<file path="src/rtl/core/dft_pkg.sv">
`timescale 1ns / 1ps
// Shared types and constants for the decimal Fibonacci term generator.
// Used by the controller, the datapath and the top level; depends on nothing.
package dft_pkg;

  localparam int unsigned INDEX_W     = 10;  // width of the term index field
  localparam int unsigned DIGIT_W     = 4;   // one BCD digit
  localparam int unsigned POS_FIELD_W = 6;   // width of the digit position field
  localparam int unsigned TDATA_W     = 16;  // stream data width, whole bytes
  localparam logic [3:0]  DEC_BASE    = 4'd10;
  localparam logic [3:0]  DEC_MAX     = 4'd9;

  typedef enum logic [1:0] {
    ST_IDLE,
    ST_ADD,
    ST_EMIT
  } state_t;

  // Commands from the controller to the datapath.
  typedef struct packed {
    logic load;     // load start values and the step count from the index
    logic step;     // one add-and-shift of the digit registers
    logic advance;  // move on to the next output digit
  } dp_cmd_t;

  // Status from the datapath to the controller.
  typedef struct packed {
    logic steps_zero;  // no add-and-shift steps remain
    logic last_pos;    // the output digit is the most significant one
  } dp_status_t;

endpackage

</file>
<file path="src/rtl/core/dft_ctrl.sv">
`timescale 1ns / 1ps
// Controller state machine of the decimal Fibonacci term generator.
// Depends on dft_pkg for the state, command and status types.
module dft_ctrl (
  input  logic                clk,
  input  logic                rst,
  input  logic                in_valid,
  output logic                in_ready,
  output logic                out_valid,
  input  logic                out_ready,
  output dft_pkg::dp_cmd_t    cmd,
  input  dft_pkg::dp_status_t status
);
  import dft_pkg::*;

  state_t state, state_next;

  always_ff @(posedge clk) begin
    if (rst) begin
      state <= ST_IDLE;
    end else begin
      state <= state_next;
    end
  end

  always_comb begin
    state_next  = state;
    in_ready    = 1'b0;
    out_valid   = 1'b0;
    cmd         = '0;
    unique case (state)
      ST_IDLE: begin
        in_ready = 1'b1;
        if (in_valid) begin
          cmd.load   = 1'b1;
          state_next = ST_ADD;
        end
      end
      ST_ADD: begin
        if (status.steps_zero) begin
          state_next = ST_EMIT;
        end else begin
          cmd.step = 1'b1;
        end
      end
      ST_EMIT: begin
        out_valid = 1'b1;
        if (out_ready) begin
          cmd.advance = 1'b1;
          if (status.last_pos) begin
            state_next = ST_IDLE;
          end
        end
      end
      default: begin
        state_next = ST_IDLE;
      end
    endcase
  end

endmodule

</file>
<file path="src/rtl/core/dft_datapath.sv">
`timescale 1ns / 1ps
// Datapath of the decimal Fibonacci term generator: two BCD digit registers,
// a carry-lookahead decimal adder, the step counter and the output digit pointer.
// Depends on dft_pkg for widths and the command and status types.
module dft_datapath #(
  parameter int unsigned DIGIT_COUNT = 63
) (
  input  logic                              clk,
  input  logic                              rst,
  input  logic [dft_pkg::INDEX_W-1:0]       term_index,
  input  dft_pkg::dp_cmd_t                  cmd,
  output dft_pkg::dp_status_t               status,
  output logic [dft_pkg::DIGIT_W-1:0]       digit,
  output logic [dft_pkg::POS_FIELD_W-1:0]   digit_position,
  output logic                              last_digit
);
  import dft_pkg::*;

  localparam int unsigned POS_W = $clog2(DIGIT_COUNT);

  logic [DIGIT_COUNT-1:0][DIGIT_W-1:0] older, newer, sum_digits;
  logic [DIGIT_COUNT-1:0][DIGIT_W-1:0] start_newer;
  logic [INDEX_W-1:0]                  steps_left;
  logic [POS_W-1:0]                    pos;

  logic [DIGIT_COUNT-1:0][DIGIT_W:0]   raw;
  logic [DIGIT_COUNT-1:0]              gen, prop, carry_in;

  // Per digit, a carry is generated when the raw sum reaches ten and
  // propagated when it is exactly nine. The carries into all digits then
  // come out of one binary add of the generate vector and the combined
  // generate-or-propagate vector.
  always_comb begin
    for (int i = 0; i < DIGIT_COUNT; i++) begin
      raw[i]  = {1'b0, older[i]} + {1'b0, newer[i]};
      gen[i]  = (raw[i] >= {1'b0, DEC_BASE});
      prop[i] = (raw[i] == {1'b0, DEC_MAX});
    end
    carry_in = (gen + (gen | prop)) ^ gen ^ (gen | prop);
    for (int i = 0; i < DIGIT_COUNT; i++) begin
      if ((raw[i] + {{DIGIT_W{1'b0}}, carry_in[i]}) >= {1'b0, DEC_BASE}) begin
        sum_digits[i] = DIGIT_W'(raw[i] + {{DIGIT_W{1'b0}}, carry_in[i]}
                                - {1'b0, DEC_BASE});
      end else begin
        sum_digits[i] = DIGIT_W'(raw[i] + {{DIGIT_W{1'b0}}, carry_in[i]});
      end
    end
  end

  // Index zero and one leave the newer register all zero, so no step runs
  // and the emitted value is zero.
  always_comb begin
    start_newer    = '0;
    start_newer[0] = DIGIT_W'(term_index >= INDEX_W'(2));
  end

  always_ff @(posedge clk) begin
    if (rst) begin
      steps_left <= '0;
      pos        <= '0;
    end else if (cmd.load) begin
      steps_left <= (term_index > INDEX_W'(2)) ? term_index - INDEX_W'(2) : '0;
      pos        <= '0;
    end else begin
      if (cmd.step) begin
        steps_left <= steps_left - INDEX_W'(1);
      end
      if (cmd.advance) begin
        pos <= (pos == POS_W'(DIGIT_COUNT - 1)) ? '0 : pos + POS_W'(1);
      end
    end
  end

  always_ff @(posedge clk) begin
    if (cmd.load) begin
      older <= '0;
      newer <= start_newer;
    end else if (cmd.step) begin
      older <= newer;
      newer <= sum_digits;
    end
  end

  assign status.steps_zero = (steps_left == '0);
  assign status.last_pos   = (pos == POS_W'(DIGIT_COUNT - 1));

  assign digit          = newer[pos];
  assign digit_position = POS_FIELD_W'(pos);
  assign last_digit     = status.last_pos;

endmodule

</file>
<file path="src/rtl/core/decimal_fibonacci_term_top.sv">
`timescale 1ns / 1ps
// Top level of the decimal Fibonacci term generator.
// Instantiates dft_ctrl and dft_datapath; depends on dft_pkg.
//
//   Channel   Direction  Transfer carries
//   s_axis    in         term index n (one transfer per request)
//   m_axis    out        one decimal digit per transfer, least significant first
//
// An accepted index is loaded, then runs max(n-2, 0) add-and-shift steps
// (one full-width decimal addition each, on the single shared adder), then
// leaves the add loop and gives DIGIT_COUNT output transfers.
// Reset clears the controller and the counters; the digit registers are
// reloaded with every request. While digits are being produced or emitted no
// new index is accepted; output stalls simply hold the current digit.
module decimal_fibonacci_term_top #(
  parameter int unsigned DIGIT_COUNT = 63
) (
  input  logic                         clk,
  input  logic                         rst,
  input  logic                         s_axis_tvalid,
  output logic                         s_axis_tready,
  // [9:0] term_index, [15:10] zero
  input  logic [dft_pkg::TDATA_W-1:0]  s_axis_tdata,
  output logic                         m_axis_tvalid,
  input  logic                         m_axis_tready,
  // [3:0] digit, [9:4] digit_position, [15:10] zero
  output logic [dft_pkg::TDATA_W-1:0]  m_axis_tdata,
  output logic                         m_axis_tlast
);
  import dft_pkg::*;

  dp_cmd_t                cmd;
  dp_status_t             status;
  logic [DIGIT_W-1:0]     digit;
  logic [POS_FIELD_W-1:0] digit_position;

  dft_ctrl u_ctrl (
    .clk       (clk),
    .rst       (rst),
    .in_valid  (s_axis_tvalid),
    .in_ready  (s_axis_tready),
    .out_valid (m_axis_tvalid),
    .out_ready (m_axis_tready),
    .cmd       (cmd),
    .status    (status)
  );

  dft_datapath #(
    .DIGIT_COUNT (DIGIT_COUNT)
  ) u_datapath (
    .clk            (clk),
    .rst            (rst),
    .term_index     (s_axis_tdata[INDEX_W-1:0]),
    .cmd            (cmd),
    .status         (status),
    .digit          (digit),
    .digit_position (digit_position),
    .last_digit     (m_axis_tlast)
  );

  // The payload is read straight from the datapath registers, which hold
  // still while the downstream side stalls.
  assign m_axis_tdata = {{(TDATA_W - DIGIT_W - POS_FIELD_W){1'b0}}, digit_position, digit};

  // Input and output never overlap: a request is worked off before the next.
  a_no_overlap: assert property (@(posedge clk) disable iff (rst)
    !(s_axis_tready && m_axis_tvalid))
    else $error("input accepted while digits are being emitted");

  // The last flag sits on the top digit position.
  a_last_pos: assert property (@(posedge clk) disable iff (rst)
    (m_axis_tvalid && m_axis_tlast) |->
      (digit_position == POS_FIELD_W'(DIGIT_COUNT - 1)))
    else $error("last flag on the wrong digit position");

  // Every emitted digit is a valid decimal digit.
  a_bcd_digit: assert property (@(posedge clk) disable iff (rst)
    m_axis_tvalid |-> (digit <= DEC_MAX))
    else $error("digit out of decimal range");

  // After a digit transfer that is not the last, the next digit follows
  // at the next position.
  a_pos_step: assert property (@(posedge clk) disable iff (rst)
    (m_axis_tvalid && m_axis_tready && !m_axis_tlast) |=>
      (m_axis_tvalid && (digit_position == $past(digit_position) + POS_FIELD_W'(1))))
    else $error("digit sequence broken");

endmodule
</file>
<file path="config.mk">
export PLATFORM = sky130hd
export DESIGN_NAME = decimal_fibonacci_term_top
export DESIGN_NICKNAME = d
export VERILOG_FILES = /design/src/rtl/core/dft_pkg.sv /design/src/rtl/core/dft_ctrl.sv /design/src/rtl/core/dft_datapath.sv /design/src/rtl/core/decimal_fibonacci_term_top.sv
export SDC_FILE = /design/constraint.sdc
export NUM_CORES = 2
export LEC_CHECK = 0
export BUFFER_PORTS_ARGS = -buffer_cell sky130_fd_sc_hd__buf_4
export CORE_ASPECT_RATIO = 1.1
export CORE_UTILIZATION = 50
export DETAILED_ROUTE_END_ITERATION = 10
export PLACE_DENSITY_LB_ADDON = 0.08
export RECOVER_POWER = 50
export SLEW_MARGIN = 20
export SYNTH_ARGS = -nofsm -noshare
export SYNTH_HDL_FRONTEND = slang
export SYNTH_SLANG_ARGS = --single-unit
export TNS_END_PERCENT = 5
</file>
<file path="constraint.sdc">
create_clock -name clk -period 5.5 [get_ports clk]
set_input_delay 1.1 -clock clk [delete_from_list [all_inputs] [get_ports clk]]
set_output_delay 1.1 -clock clk [all_outputs]
set_load 0.02 [all_outputs]
</file>
==> flow_summary.yaml <==
status:
  status: "finished with violations"
  failed_checks: "max-capacitance violations, max-slew violations"
power:
  p_leak_nw: 20.0
  powerDensity_mw_per_mm2: 209
  vdd_drop_max_mv: 0.400
  finalPower_mw: 9.58
global_route:
  grt_max_degree: 248
  grt_pass1_vias: 33000
  grt_pass1_wl_um: 166000
  globalRouteOverflowTotal: 0
  antenna_found_initial: 0
  gr-usage-all-layers_pct: 25.5
floorplanning:
  coreArea_sq_mm: 0.0765
  dieArea_sq_mm: 0.0789
  die_h_um: 294
  initial_core_util_pct: 50.8
  rows: 106
  ioPinCount: 39
  dieWidth_um: 268
timing:
  period_share_pct: 99.4
  hold_viol: 0
  min_period_ns: 5.47
  maxSlewHeadroom_pct: -145
  tns_ns: 0
  finalSetupViolCount: 0
  slew_viol_final: 198
  max_freq_mhz: 183
  worst_pin_slew_ns: 3.67
  fin_skew_ns: 0.0211
  hold-worst-slack_ns: 0.457
  grt_setup_unrepaired: "yes"
  setup_ws_ns: 0.0313
cells_and_area:
  stdcell_area_sq_mm: 0.0459
  antenna_cells: 0
  final_core_util_pct: 60.0
  drive_gt1_share_pct: 17.2
  fillCellCount: 6983
  fin_nets: 5645
  final_cells: 6185
  area.growth.synth_to_final_pct: 18.1
yosys:
  ys_warn_count: 0
  ys_seq_area_share_pct: 26.9
  synth_top_area_cell: "dfxtp_1"
  avgSynthCellArea_sq_um: 8.11
  synth_area_leaders: "dfxtp_1 27%, ha_1 14%, nand2_1 9.6%"
  synth.top_cell.area_share_pct: 26.8
  ys_types: 87
  synth_edf_count: 1
  async_reset_ff_share_pct: 0
  syn_area_sq_mm: 0.0389
  synth_most_common_cell: "nand2_1"
  synthCells: 4795
  netlist_top_cells_count: "992 x nand2_1, 622 x a21oi_1, 521 x dfxtp_1"
  ys_seq_elements: 522
  synthFlopType: "dfxtp_1"
detailed_routing:
  ant_nets: 0
  dr.first_iter.drc_count: 1896
  wire_per_inst_um: 16.4
  vias_per_cell: 5.55
  wl_um: 101000
  drcViolationCount: 0
  firstDrtPassIters: 5
  vias: 34300
clock_network:
  cts-root-buf: "clkbuf_16"
  cts_made_buffers: 66
  clk-insertion-delay-late_ns: 0.61
  clock-sinks: 522
  htreeDepth: 3
  clk_path_buf_depth: 3
  cts_tree: "built"
  clk_pin_slew_ns: 0.06
placed_design:
  postPlaceCellArea_sq_mm: 0.0428
  dp_hpwl_um: 71000
  io_buffers: 26
  place_ws_ns: -0.392
  gp_congestion: 0.885
  dp.cells: 6056
setup_path:
  slowest_stage: "or4b_4"
  cp-end-kind: "register"
  startpoint_type: "register"
  crit_fanout: 4
  critical_path_buf_inv_count: 1
  worstPathCellList: "ha_2 > fa_2 > xor2_1 > nor3b_2 > or4b_4 > or2_1 > o221ai_2 > o21bai_4 > a41oi_4 > a2111o_1 > a31oi_4 > o41ai_4 > buf_4 > a21oi_4 > o31ai_4 > ha_2 > ha_4 > xnor2_2 > ha_2 > nand2_1 > nand2_1 > nand2_1 > mux2_2 > o21ai_1"
  crit_family: "compound AO/OA/AOI/OAI gates"
  cp_slowest_stage_delay_ns: 0.52
  worstPathArrival_ns: 6.00
  worstSetupPathType: "reg2reg"
  worst-endpoint-required_ns: 6.03
job:
  maxCapViolCount: 2
min_path:
  worstHoldPathType: "reg2reg"
[final cells by class]
class | instances | area (sq um) | area share, %
Multi-Input combinational cell | 3963 | 28300 | 61.6
Clock inverter | 9 | 81.3 | 0.177
Clock buffer | 100 | 1900 | 4.14
Tap cell | 1026 | 1280 | 2.79
Timing Repair Buffer | 450 | 3470 | 7.55
Inverter | 115 | 432 | 0.940
Sequential cell | 522 | 10500 | 22.8
[state kept, by name (all words and copies together), names as in the netlist]
register	count
u_datapath.older	252
u_datapath.steps_left	10
u_ctrl.state	2
u_datapath.digit_position	6
u_datapath.newer	252
[placed cells by master (no fill, tap or decap), drive strengths merged, types with 152 or more instances in the layout]
cell   count
a21oi    624
buf      444
dfxtp    521
ha       444
nand2    992
nand3    279
nor2     202
o21ai    225
xnor2    230
xor2     152
[where the power goes]
part	internal [mW]	switching (mW)
combinational	0.286	1.27
sequential	3.83	0.0552
clock	2.42	1.72
total	6.53	3.05
[per-layer routing]
| layer | up-vias | GRT usage [%] | routed length (um) |
|---|---|---|---|
| met3 | 131 | 2.83 | 3460 |
| met5 | - | 0 | 0 |
| met2 | 444 | 44.5 | 48700 |
| met4 | 0 | 6.89 | 2040 |
| met1 | 16200 | 33.2 | 47000 |
| li1 | 17500 | - | - |
[worst reg2reg max path, cell delays in order, from the launching register on]
cell	delay (ns)
dfxtp_1	0.32
ha_2	0.19
fa_2	0.37
xor2_1	0.19
nor3b_2	0.16
or4b_4	0.52
or2_1	0.26
o221ai_2	0.24
o21bai_4	0.12
a41oi_4	0.26
a2111o_1	0.37
a31oi_4	0.14
o41ai_4	0.28
buf_4	0.21
a21oi_4	0.08
o31ai_4	0.32
ha_2	0.27
ha_4	0.15
xnor2_2	0.09
ha_2	0.21
nand2_1	0.07
nand2_1	0.05
nand2_1	0.10
mux2_2	0.33
o21ai_1	0.11
[cell families after synthesis]
group,after synthesis,share of synthesized area [%]
AOI/OAI and AO/OA,1127,16.8
xor gates and xnor gates,382,8.60
adders and majority gates,507,17.5
buffers and inverters,315,3.10
DFF,522,26.9
muxes,147,6.56
other,1,0.00964
and+or+nand+nor,1794,20.5
[timing repair]
action | 4_1_cts | 5_1_grt
pin swaps | 31 | 65
hold buffers | 0 | 0
setup buffers | 10 | 10
resized for setup | 75 | 154
setup endpoints to repair | 65 | 85
[worst paths after layout]
kind                                            from                                 end  slack [ns]  cells after the start
setup reg to reg   u_datapath.older[24]$_SDFFE_PP0P_  u_datapath.newer[238]$_SDFFE_PP0P_        0.03                     24
hold / removal    u_datapath.older[182]$_SDFFE_PP0P_  u_datapath.older[182]$_SDFFE_PP0P_        0.46                      2
setup / recovery   u_datapath.older[24]$_SDFFE_PP0P_  u_datapath.newer[238]$_SDFFE_PP0P_        0.03                     24
hold reg to reg   u_datapath.older[182]$_SDFFE_PP0P_  u_datapath.older[182]$_SDFFE_PP0P_        0.46                      2
Power figures use the tool's default switching activity.
